## config.mk

```make
export PLATFORM = sky130hd
export DESIGN_NAME = bitcrush_sample_hold_flat
export DESIGN_NICKNAME = d
export VERILOG_FILES = /design/src/hdl/bsh_pkg.sv /design/src/hdl/bsh_ifs.sv /design/src/hdl/bsh_front.sv /design/src/hdl/bsh_queue.sv /design/src/hdl/bsh_back.sv /design/src/hdl/bitcrush_sample_hold.sv /design/src/flat_wrapper.sv
export SDC_FILE = /design/constraint.sdc
export NUM_CORES = 2
export LEC_CHECK = 0
export ABC_AREA = 1
export BUFFER_PORTS_ARGS = -buffer_cell sky130_fd_sc_hd__buf_2
export CORE_AREA = 2 2 280 282
export CTS_BUF_LIST = sky130_fd_sc_hd__clkbuf_4 sky130_fd_sc_hd__clkbuf_8
export DETAILED_ROUTE_END_ITERATION = 8
export DIE_AREA = 0 0 282 284
export PLACE_DENSITY_LB_ADDON = 0.08
export SYNTH_ARGS = -nofsm -noshare
export SYNTH_HDL_FRONTEND = slang
export SYNTH_SLANG_ARGS = --single-unit
```

## constraint.sdc

```tcl
create_clock -name clk_i -period 7 [get_ports clk_i]
set_input_delay 1.05 -clock clk_i [delete_from_list [all_inputs] [get_ports clk_i]]
set_output_delay 1.05 -clock clk_i [all_outputs]
set_load 0.005 [all_outputs]
```

## src/hdl/bsh_pkg.sv

```systemverilog
package bsh_pkg;

  localparam int SAMPLE_W    = 24;
  localparam int MAX_CH      = 8;
  localparam int SLOT_W      = $clog2(MAX_CH);
  localparam int POS_W       = 7;
  localparam int DIVIDE_MAX  = 128;
  localparam int DEPTH_W     = 5;
  localparam int DIVIDE_W    = 8;
  localparam int CHANS_W     = 4;
  localparam int CFG_IDX_W   = 2;
  localparam int CFG_DATA_W  = 8;
  localparam int QUEUE_DEPTH = 2;
  localparam int QPTR_W      = $clog2(QUEUE_DEPTH);
  localparam int QCNT_W      = $clog2(QUEUE_DEPTH + 1);
  localparam int CNT_W       = $clog2(SAMPLE_W);

  localparam logic [DEPTH_W-1:0]  DEPTH_RST  = DEPTH_W'(SAMPLE_W);
  localparam logic [DIVIDE_W-1:0] DIVIDE_RST = DIVIDE_W'(1);
  localparam logic [CHANS_W-1:0]  CHANS_RST  = CHANS_W'(2);

  typedef enum logic [CFG_IDX_W-1:0] {
    CFG_BIT_DEPTH = 2'd0,
    CFG_DIVIDE    = 2'd1,
    CFG_CHANNELS  = 2'd2
  } bsh_cfg_idx_e;

  typedef enum logic [2:0] {
    ST_IDLE,
    ST_MUL,
    ST_ROUND,
    ST_DIV,
    ST_DONE
  } bsh_state_e;

  typedef struct packed {
    logic [DEPTH_W-1:0]  bit_depth;
    logic [DIVIDE_W-1:0] divide;
    logic [CHANS_W-1:0]  channels;
  } bsh_cfg_t;

  typedef struct packed {
    logic signed [SAMPLE_W-1:0] sample;
    logic [SLOT_W-1:0]          slot;
    logic                       fresh;
  } bsh_item_t;

  typedef struct packed {
    logic busy;
    logic pop;
  } bsh_back_st_t;

  // quantizer factor 2^(d-1)-1 with the depth clamped to 2..SAMPLE_W
  function automatic logic [SAMPLE_W-2:0] quant_factor(logic [DEPTH_W-1:0] depth);
    logic [DEPTH_W-1:0] d;
    d = depth;
    if (d < DEPTH_W'(2)) d = DEPTH_W'(2);
    if (d > DEPTH_W'(SAMPLE_W)) d = DEPTH_W'(SAMPLE_W);
    return {(SAMPLE_W-1){1'b1}} >> (DEPTH_W'(SAMPLE_W) - d);
  endfunction

  function automatic logic [DIVIDE_W-1:0] divide_eff(logic [DIVIDE_W-1:0] divide);
    logic [DIVIDE_W-1:0] v;
    v = divide;
    if (v == '0) v = DIVIDE_W'(1);
    if (v > DIVIDE_W'(DIVIDE_MAX)) v = DIVIDE_W'(DIVIDE_MAX);
    return v;
  endfunction

  // last channel index of a frame, channel count clamped to 1..MAX_CH
  function automatic logic [SLOT_W-1:0] last_channel(logic [CHANS_W-1:0] channels);
    logic [CHANS_W-1:0] n;
    n = channels;
    if (n == '0) n = CHANS_W'(1);
    if (n > CHANS_W'(MAX_CH)) n = CHANS_W'(MAX_CH);
    return SLOT_W'(n - CHANS_W'(1));
  endfunction

endpackage

```

## src/hdl/bsh_ifs.sv

```systemverilog
interface bsh_in_if;
  logic                                valid;
  logic                                ready;
  logic signed [bsh_pkg::SAMPLE_W-1:0] sample_in;
  logic [bsh_pkg::SLOT_W-1:0]          channel;
  logic                                buffer_start;

  modport source (output valid, sample_in, channel, buffer_start, input ready);
  modport sink (input valid, sample_in, channel, buffer_start, output ready);
endinterface

interface bsh_out_if;
  logic                                valid;
  logic                                ready;
  logic signed [bsh_pkg::SAMPLE_W-1:0] sample_out;

  modport source (output valid, sample_out, input ready);
  modport sink (input valid, sample_out, output ready);
endinterface

interface bsh_cfg_if;
  logic                             valid;
  logic                             ready;
  logic [bsh_pkg::CFG_IDX_W-1:0]    index;
  logic [bsh_pkg::CFG_DATA_W-1:0]   data;

  modport source (output valid, index, data, input ready);
  modport sink (input valid, index, data, output ready);
endinterface

```

## src/hdl/bsh_front.sv

```systemverilog
module bsh_front (
  input  logic               clk_i,
  input  logic               rst_ni,
  bsh_in_if.sink             in_i,
  input  bsh_pkg::bsh_cfg_t  cfg_i,
  output logic               push_valid_o,
  output bsh_pkg::bsh_item_t push_item_o,
  input  logic               push_ready_i
);

  logic [bsh_pkg::POS_W-1:0] pos_q, pos_d, pos_cur;
  logic [bsh_pkg::POS_W:0]   pos_next;
  logic                      accept;

  assign in_i.ready   = push_ready_i;
  assign push_valid_o = in_i.valid;
  assign accept       = in_i.valid && push_ready_i;

  assign pos_cur  = in_i.buffer_start ? '0 : pos_q;
  assign pos_next = {1'b0, pos_cur} + (bsh_pkg::POS_W+1)'(1);

  assign push_item_o.sample = in_i.sample_in;
  assign push_item_o.slot   = in_i.channel;
  assign push_item_o.fresh  = (pos_cur == '0);

  always_comb begin
    pos_d = pos_q;
    if (accept) begin
      pos_d = pos_cur;
      if (in_i.channel == bsh_pkg::last_channel(cfg_i.channels)) begin
        if (pos_next >= bsh_pkg::divide_eff(cfg_i.divide)) begin
          pos_d = '0;
        end else begin
          pos_d = pos_next[bsh_pkg::POS_W-1:0];
        end
      end
    end
  end

  always_ff @(posedge clk_i or negedge rst_ni) begin
    if (!rst_ni) begin
      pos_q <= '0;
    end else begin
      pos_q <= pos_d;
    end
  end

endmodule

```

## src/hdl/bsh_queue.sv

```systemverilog
module bsh_queue (
  input  logic               clk_i,
  input  logic               rst_ni,
  input  logic               push_valid_i,
  input  bsh_pkg::bsh_item_t push_item_i,
  output logic               push_ready_o,
  output logic               pop_valid_o,
  output bsh_pkg::bsh_item_t pop_item_o,
  input  logic               pop_i
);

  bsh_pkg::bsh_item_t mem_q [bsh_pkg::QUEUE_DEPTH];
  logic [bsh_pkg::QPTR_W-1:0] wr_q, wr_d, rd_q, rd_d;
  logic [bsh_pkg::QCNT_W-1:0] cnt_q, cnt_d;
  logic push, pop;

  assign push_ready_o = (cnt_q != bsh_pkg::QCNT_W'(bsh_pkg::QUEUE_DEPTH));
  assign pop_valid_o  = (cnt_q != '0);
  assign pop_item_o   = mem_q[rd_q];
  assign push         = push_valid_i && push_ready_o;
  assign pop          = pop_i && pop_valid_o;

  always_comb begin
    wr_d  = wr_q;
    rd_d  = rd_q;
    cnt_d = cnt_q;
    if (push) begin
      wr_d = (wr_q == bsh_pkg::QPTR_W'(bsh_pkg::QUEUE_DEPTH-1)) ? '0 : wr_q + 1'b1;
    end
    if (pop) begin
      rd_d = (rd_q == bsh_pkg::QPTR_W'(bsh_pkg::QUEUE_DEPTH-1)) ? '0 : rd_q + 1'b1;
    end
    if (push && !pop) begin
      cnt_d = cnt_q + 1'b1;
    end else if (pop && !push) begin
      cnt_d = cnt_q - 1'b1;
    end
  end

  always_ff @(posedge clk_i or negedge rst_ni) begin
    if (!rst_ni) begin
      wr_q  <= '0;
      rd_q  <= '0;
      cnt_q <= '0;
    end else begin
      wr_q  <= wr_d;
      rd_q  <= rd_d;
      cnt_q <= cnt_d;
    end
  end

  always_ff @(posedge clk_i) begin
    if (push) begin
      mem_q[wr_q] <= push_item_i;
    end
  end

endmodule

```

## src/hdl/bsh_back.sv

```systemverilog
module bsh_back (
  input  logic                  clk_i,
  input  logic                  rst_ni,
  input  bsh_pkg::bsh_cfg_t     cfg_i,
  input  logic                  pop_valid_i,
  input  bsh_pkg::bsh_item_t    pop_item_i,
  output bsh_pkg::bsh_back_st_t status_o,
  bsh_out_if.source             out_o
);

  localparam int SW     = bsh_pkg::SAMPLE_W;
  localparam int PROD_W = 2 * SW - 1;

  bsh_pkg::bsh_state_e state_q, state_d;

  logic [SW-2:0]   fq;
  logic [SW-1:0]   raw;
  logic            sign_q;
  logic [SW-1:0]   mag_q;
  logic [bsh_pkg::SLOT_W-1:0] slot_q;
  logic            fresh_q;
  logic [PROD_W-1:0] prod_q, rnd;
  logic [SW-1:0]   rem_q, sh_q, den, rem_d;
  logic [SW:0]     trial_shift, trial_sub;
  logic            qbit;
  logic [bsh_pkg::CNT_W-1:0] cnt_q;
  logic [SW-1:0]   crushed;
  logic [SW-1:0]   held_q [bsh_pkg::MAX_CH];
  logic            out_valid_q, out_valid_d;
  logic [SW-1:0]   out_data_q;
  logic            pop, fire, busy;

  assign fq  = bsh_pkg::quant_factor(cfg_i.bit_depth);
  assign raw = pop_item_i.sample;
  assign rnd = prod_q + (PROD_W'(1) << (SW - 2));
  assign den = {fq, 1'b0};

  // one restoring step of the rounding divide
  assign trial_shift = {rem_q, sh_q[SW-1]};
  assign trial_sub   = trial_shift - {1'b0, den};
  assign qbit        = !trial_sub[SW];
  assign rem_d       = qbit ? trial_sub[SW-1:0] : trial_shift[SW-1:0];

  // sign restore and saturation
  always_comb begin
    if (sign_q) begin
      crushed = ~sh_q + 1'b1;
    end else if (sh_q[SW-1]) begin
      crushed = {1'b0, {(SW-1){1'b1}}};
    end else begin
      crushed = sh_q;
    end
  end

  always_comb begin
    state_d = state_q;
    case (state_q)
      bsh_pkg::ST_IDLE: begin
        if (pop_valid_i) begin
          state_d = pop_item_i.fresh ? bsh_pkg::ST_MUL : bsh_pkg::ST_DONE;
        end
      end
      bsh_pkg::ST_MUL:   state_d = bsh_pkg::ST_ROUND;
      bsh_pkg::ST_ROUND: state_d = bsh_pkg::ST_DIV;
      bsh_pkg::ST_DIV: begin
        if (cnt_q == bsh_pkg::CNT_W'(SW - 1)) state_d = bsh_pkg::ST_DONE;
      end
      bsh_pkg::ST_DONE: begin
        if (!out_valid_q || out_o.ready) state_d = bsh_pkg::ST_IDLE;
      end
      default: state_d = bsh_pkg::ST_IDLE;
    endcase
  end

  always_comb begin
    pop  = 1'b0;
    fire = 1'b0;
    busy = 1'b1;
    case (state_q)
      bsh_pkg::ST_IDLE: begin
        pop  = pop_valid_i;
        busy = 1'b0;
      end
      bsh_pkg::ST_DONE: fire = !out_valid_q || out_o.ready;
      default: ;
    endcase
  end

  assign status_o.busy = busy;
  assign status_o.pop  = pop;

  always_comb begin
    out_valid_d = out_valid_q;
    if (fire) begin
      out_valid_d = 1'b1;
    end else if (out_o.ready) begin
      out_valid_d = 1'b0;
    end
  end

  assign out_o.valid      = out_valid_q;
  assign out_o.sample_out = out_data_q;

  always_ff @(posedge clk_i or negedge rst_ni) begin
    if (!rst_ni) begin
      state_q     <= bsh_pkg::ST_IDLE;
      out_valid_q <= 1'b0;
      for (int i = 0; i < bsh_pkg::MAX_CH; i++) held_q[i] <= '0;
    end else begin
      state_q     <= state_d;
      out_valid_q <= out_valid_d;
      if (fire && fresh_q) begin
        held_q[slot_q] <= crushed;
      end
    end
  end

  always_ff @(posedge clk_i) begin
    if (pop) begin
      sign_q  <= raw[SW-1];
      mag_q   <= raw[SW-1] ? (~raw + 1'b1) : raw;
      slot_q  <= pop_item_i.slot;
      fresh_q <= pop_item_i.fresh;
    end
    if (state_q == bsh_pkg::ST_MUL) begin
      prod_q <= PROD_W'(mag_q) * PROD_W'(fq);
    end
    if (state_q == bsh_pkg::ST_ROUND) begin
      rem_q <= rnd[PROD_W-1:SW-1];
      sh_q  <= {1'b0, fq};
      cnt_q <= '0;
    end
    if (state_q == bsh_pkg::ST_DIV) begin
      rem_q <= rem_d;
      sh_q  <= {sh_q[SW-2:0], qbit};
      cnt_q <= cnt_q + 1'b1;
    end
    if (fire) begin
      out_data_q <= fresh_q ? crushed : held_q[slot_q];
    end
  end

endmodule

```

## src/hdl/bitcrush_sample_hold.sv

```systemverilog
// a fresh sample passes through the multiply, round, serial divide and done states; a held one goes straight to done
// the back end works on one word at a time, and a fresh word keeps it busy through the 24-step serial divider
// held words skip the divider; a 2-word queue lets the front accept while the back works
// reset: async active low; position 0, hold values 0, bit_depth 24, divide 1, channels 2
module bitcrush_sample_hold (
  input  logic      clk_i,
  input  logic      rst_ni,
  bsh_in_if.sink    in_i,
  bsh_out_if.source out_o,
  bsh_cfg_if.sink   cfg_i
);

  bsh_pkg::bsh_cfg_t     cfg_q;
  bsh_pkg::bsh_item_t    push_item, pop_item;
  bsh_pkg::bsh_back_st_t back_st;
  logic push_valid, push_ready, pop_valid;

  assign cfg_i.ready = 1'b1;

  always_ff @(posedge clk_i or negedge rst_ni) begin
    if (!rst_ni) begin
      cfg_q.bit_depth <= bsh_pkg::DEPTH_RST;
      cfg_q.divide    <= bsh_pkg::DIVIDE_RST;
      cfg_q.channels  <= bsh_pkg::CHANS_RST;
    end else if (cfg_i.valid) begin
      case (cfg_i.index)
        bsh_pkg::CFG_BIT_DEPTH: cfg_q.bit_depth <= cfg_i.data[bsh_pkg::DEPTH_W-1:0];
        bsh_pkg::CFG_DIVIDE:    cfg_q.divide    <= cfg_i.data[bsh_pkg::DIVIDE_W-1:0];
        bsh_pkg::CFG_CHANNELS:  cfg_q.channels  <= cfg_i.data[bsh_pkg::CHANS_W-1:0];
        default: ;
      endcase
    end
  end

  bsh_front u_front (
    .clk_i        (clk_i),
    .rst_ni       (rst_ni),
    .in_i         (in_i),
    .cfg_i        (cfg_q),
    .push_valid_o (push_valid),
    .push_item_o  (push_item),
    .push_ready_i (push_ready)
  );

  bsh_queue u_queue (
    .clk_i        (clk_i),
    .rst_ni       (rst_ni),
    .push_valid_i (push_valid),
    .push_item_i  (push_item),
    .push_ready_o (push_ready),
    .pop_valid_o  (pop_valid),
    .pop_item_o   (pop_item),
    .pop_i        (back_st.pop)
  );

  bsh_back u_back (
    .clk_i       (clk_i),
    .rst_ni      (rst_ni),
    .cfg_i       (cfg_q),
    .pop_valid_i (pop_valid),
    .pop_item_i  (pop_item),
    .status_o    (back_st),
    .out_o       (out_o)
  );

  a_pop_has_word: assert property (@(posedge clk_i) disable iff (!rst_ni)
    back_st.pop |-> pop_valid)
    else $error("back end popped an empty queue");

  a_start_is_fresh: assert property (@(posedge clk_i) disable iff (!rst_ni)
    (in_i.valid && in_i.ready && in_i.buffer_start) |-> push_item.fresh)
    else $error("buffer start word not marked fresh");

  a_out_from_back: assert property (@(posedge clk_i) disable iff (!rst_ni)
    $rose(out_o.valid) |-> $past(back_st.busy))
    else $error("output word appeared without back end work");

endmodule
```

## src/flat_wrapper.sv

```systemverilog
// flat-port wrapper written by rule: the top's interface ports become plain ports
module bitcrush_sample_hold_flat 
  (clk_i, rst_ni, in_i_valid, in_i_sample_in, in_i_channel, in_i_buffer_start, in_i_ready, out_o_valid, out_o_sample_out, out_o_ready, cfg_i_valid, cfg_i_index, cfg_i_data, cfg_i_ready);
  bsh_in_if in_i_i ();
  bsh_out_if out_o_i ();
  bsh_cfg_if cfg_i_i ();
  input  logic clk_i;
  input  logic rst_ni;
  input wire logic [$bits(in_i_i.valid)-1:0] in_i_valid;
  input wire logic [$bits(in_i_i.sample_in)-1:0] in_i_sample_in;
  input wire logic [$bits(in_i_i.channel)-1:0] in_i_channel;
  input wire logic [$bits(in_i_i.buffer_start)-1:0] in_i_buffer_start;
  output wire logic [$bits(in_i_i.ready)-1:0] in_i_ready;
  output wire logic [$bits(out_o_i.valid)-1:0] out_o_valid;
  output wire logic [$bits(out_o_i.sample_out)-1:0] out_o_sample_out;
  input wire logic [$bits(out_o_i.ready)-1:0] out_o_ready;
  input wire logic [$bits(cfg_i_i.valid)-1:0] cfg_i_valid;
  input wire logic [$bits(cfg_i_i.index)-1:0] cfg_i_index;
  input wire logic [$bits(cfg_i_i.data)-1:0] cfg_i_data;
  output wire logic [$bits(cfg_i_i.ready)-1:0] cfg_i_ready;
  assign in_i_i.valid = in_i_valid;
  assign in_i_i.sample_in = in_i_sample_in;
  assign in_i_i.channel = in_i_channel;
  assign in_i_i.buffer_start = in_i_buffer_start;
  assign in_i_ready = in_i_i.ready;
  assign out_o_valid = out_o_i.valid;
  assign out_o_sample_out = out_o_i.sample_out;
  assign out_o_i.ready = out_o_ready;
  assign cfg_i_i.valid = cfg_i_valid;
  assign cfg_i_i.index = cfg_i_index;
  assign cfg_i_i.data = cfg_i_data;
  assign cfg_i_ready = cfg_i_i.ready;
  bitcrush_sample_hold u_core (.clk_i(clk_i), .rst_ni(rst_ni), .in_i(in_i_i), .out_o(out_o_i), .cfg_i(cfg_i_i));
endmodule
```

==> flow_summary.toml <==
[global_route]
grt_pass1_wl_um = 187000
overflow = 0
grt_start_max_net_pins = 169
grt_pass1_vias = 32091
antenna_found_initial = 2
grtUsageTotal = 0.308

[finish]
drive_gt1_frac = 0.213
multiInputGateArea_um2 = 24900
ff_latch_area_um2 = 11200
fill_cells = 6844
area_growth_pct = 21.4
finalNetCount = 5680

[setup_path]
critPathLaunchType = "flip-flop"
path_class = "flip-flop to flip-flop"
end_kind = "flip-flop"
worst-path-max-fanout = 5
critPathMaxStageDelay_ps = 550
crit_arrival_ps = 8120
timing.critical_path.mode_cell = "fa_1"
crit_family = "adder cells"
worstPathRequired_ps = 7410
crit_buf_inv = 16
crit_slowest_cell = "dfstp_2"

[outcome]
outcome = "complete, but fails checks"
violations = "setup timing"

[yosys]
synth_seq_cells = 411
synth_warnings = 0
ys_seq_area_frac = 0.294
async_flop_share = 0.545
syn_nets = 5254
synth_area_um2 = 38200
yosysTopAreaCellShare = 0.240
synthTopCellsByArea = "fa_1 (24%), edfxtp_1 (15%), dfrtp_1 (14%), nand2_1 (11%), inv_1 (8.5%)"
synthFlopType = "dfrtp_1"
netlist_instances = 4539
yosys.area.top_type = "fa_1"
synth-edff-count = 187
avgSynthCellArea_um2 = 8.42
synth_cell_types = 65

[floorplanning]
die-area_um2 = 80100
row_count = 102
dieWidth_um = 282
coreArea_um2 = 77000
ios = 70
fp.dieH_um = 284
start_util = 0.497

[placement]
dp_hpwl_um = 91500
io_buffers = 68
gp_congestion = 0.970

[sta]
rsz0062_at_grt = "yes"
fmax_mhz = 130
slew_headroom = 0.158
tightest_slew_ps = 1260
hold_viol = 0
period_minus_slack_ps = 7710
finalSetupViolCount = 25
final.period_utilization = 1.10
fin_setup_tns_ps = -13650
setup_ws_ps = -710
fin_worst_skew_ps = 28.8
slew_violations = 0

[detailed_routing]
drt_pass1_iterations = 7
avgViaCountPerCell = 5.36
dr_total_vias = 32505
wire_per_inst_um = 19.9
wirelength_um = 121000
drt_iter0_markers = 2835
post-route-drc-count = 0
ant_nets = 0

[clock_network]
clk_latency_ps = 680
h-tree-depth = 3
clock-sinks = 411
cts_root_buffer = "clkbuf_8"
clockBufferDepth = 3
cts_hold_buf = 0
clk_pin_slew_worst_paths_ps = 60
cts_buffers = 71
cts_tree = "done"

[min_path]
min_path_type = "input port to asynchronous set/reset pin"

[job]
cap_viol_max_count = 0
-- final cells by class --
class,instances,area share
diodes,2,0.000108
clock inverters,25,0.00439
clock buffers,106,0.0277
multi-input cells,3079,0.536
inverters,888,0.0729
repair buffers,510,0.0889
flip-flops and latches,411,0.242
repair inverters,4,0.000593
well taps,1040,0.0280
-- stage by stage --
stage                     worst slack (ps)  hold slack (ps)  instances  instance area (um^2)   util
final                                 -710              279       6065                 46400  0.603
after global routing                  -936              308       6065                 46400  0.603
after CTS                             -526              284       6042                 45600  0.593
after detailed placement              -860              459       5857                 42500  0.553
after global placement                -755              455       5857                 42500  0.553
after floorplan                       -194              442       4539                 38500      -
-- flip-flops by register name, indices dropped and copies added, names as in the netlist, 7 cells and up --
signal / cells
u_core.cfg_q: 17
u_core.u_back.held_q: 192
u_core.u_back.mag_q: 24
u_core.u_back.out_o.sample_out: 24
u_core.u_back.prod_q: 25
u_core.u_back.rem_q: 24
u_core.u_back.sh_q: 24
u_core.u_front.pos_q: 7
u_core.u_queue.mem_q: 56
-- what timing repair did --
action                     CTS  global route
buffers inserted            56            22
resized for setup          312           148
gates cloned                 4             0
pin swaps                  133            96
setup endpoints to repair   25            25
-- path summary, 6_finish.rpt --
path | from | depth (start not counted) | endpoint | slack [ps]
worst max-delay path | u_core.cfg_q[15]$_DFFE_PN1P_ | 40 | u_core.u_back.prod_q[44]$_DFFE_PP_ | -710
worst min-delay path | rst_ni | 1 | u_core.u_front.pos_q[5]$_DFFE_PN0P_ | 280
worst max register to register | u_core.cfg_q[15]$_DFFE_PN1P_ | 40 | u_core.u_back.prod_q[44]$_DFFE_PP_ | -710
worst min register to register | u_core.u_back.held_q[25]$_DFFE_PN0P_ | 2 | u_core.u_back.held_q[25]$_DFFE_PN0P_ | 470
max in group asynchronous | rst_ni | 2 | u_core.u_back.held_q[73]$_DFFE_PN0P_ | 5320
min in group clk_i | u_core.u_back.held_q[25]$_DFFE_PN0P_ | 2 | u_core.u_back.held_q[25]$_DFFE_PN0P_ | 470
-- cells in the mapped netlist (all sizes together), types with 9 or more instances --
library cell / count
fa: 459
o211ai: 17
o21a: 12
nor4: 9
nand2: 1138
a31oi: 24
clkbuf: 124
o22ai: 29
edfxtp: 187
nor3: 38
a21oi: 153
o21ai: 272
nand4: 19
a22o: 10
o31ai: 13
nand3: 60
dfrtp: 220
or2: 21
nor2: 421
a221oi: 23
ha: 213
buf: 37
a22oi: 13
xor2: 59
inv: 883
xnor2: 17
-- cells by family (layout without fill, tap and decap cells) --
family          after synthesis  after routing  synth area share
compound gates              604            604            0.0926
xor+xnor                     76             76            0.0174
fa+ha+maj                   672            672             0.310
buf+inv                    1049           1533             0.104
flops                       411            411             0.294
mux                          10             10           0.00278
other cells                   1              3         0.0000981
simple gates               1716           1716             0.179
-- routing by layer --
| layer | GRT usage | routed length, um |
|---|---|---|
| met2 | 0.484 | 56300 |
| met4 | 0.0956 | 3850 |
| met5 | 0 | 13 |
| met1 | 0.442 | 51900 |
| met3 | 0.0410 | 8780 |
-- cell usage in the layout, fill, tap and decap left out, drive strengths merged, types with 5 or more instances in the layout --
master,n
nand2,1138
inv,891
buf,510
fa,459
nor2,421
o21ai,272
dfrtp,220
ha,213
edfxtp,187
a21oi,153
clkbuf,106
nand3,60
xor2,59
nor3,38
o22ai,29
a31oi,24
a221oi,23
or2,21
clkinv,21
nand4,19
o211ai,17
xnor2,17
a22oi,13
o31ai,13
o21a,12
a22o,10
nor4,9
o2111ai,8
mux2i,8
and3,8
o21bai,7
a41oi,6
a32oi,6
a211oi,5
Power is left out: the tool's default activity adds up to more than one toggle a clock period on the data nets, which glitch-free logic cannot reach.
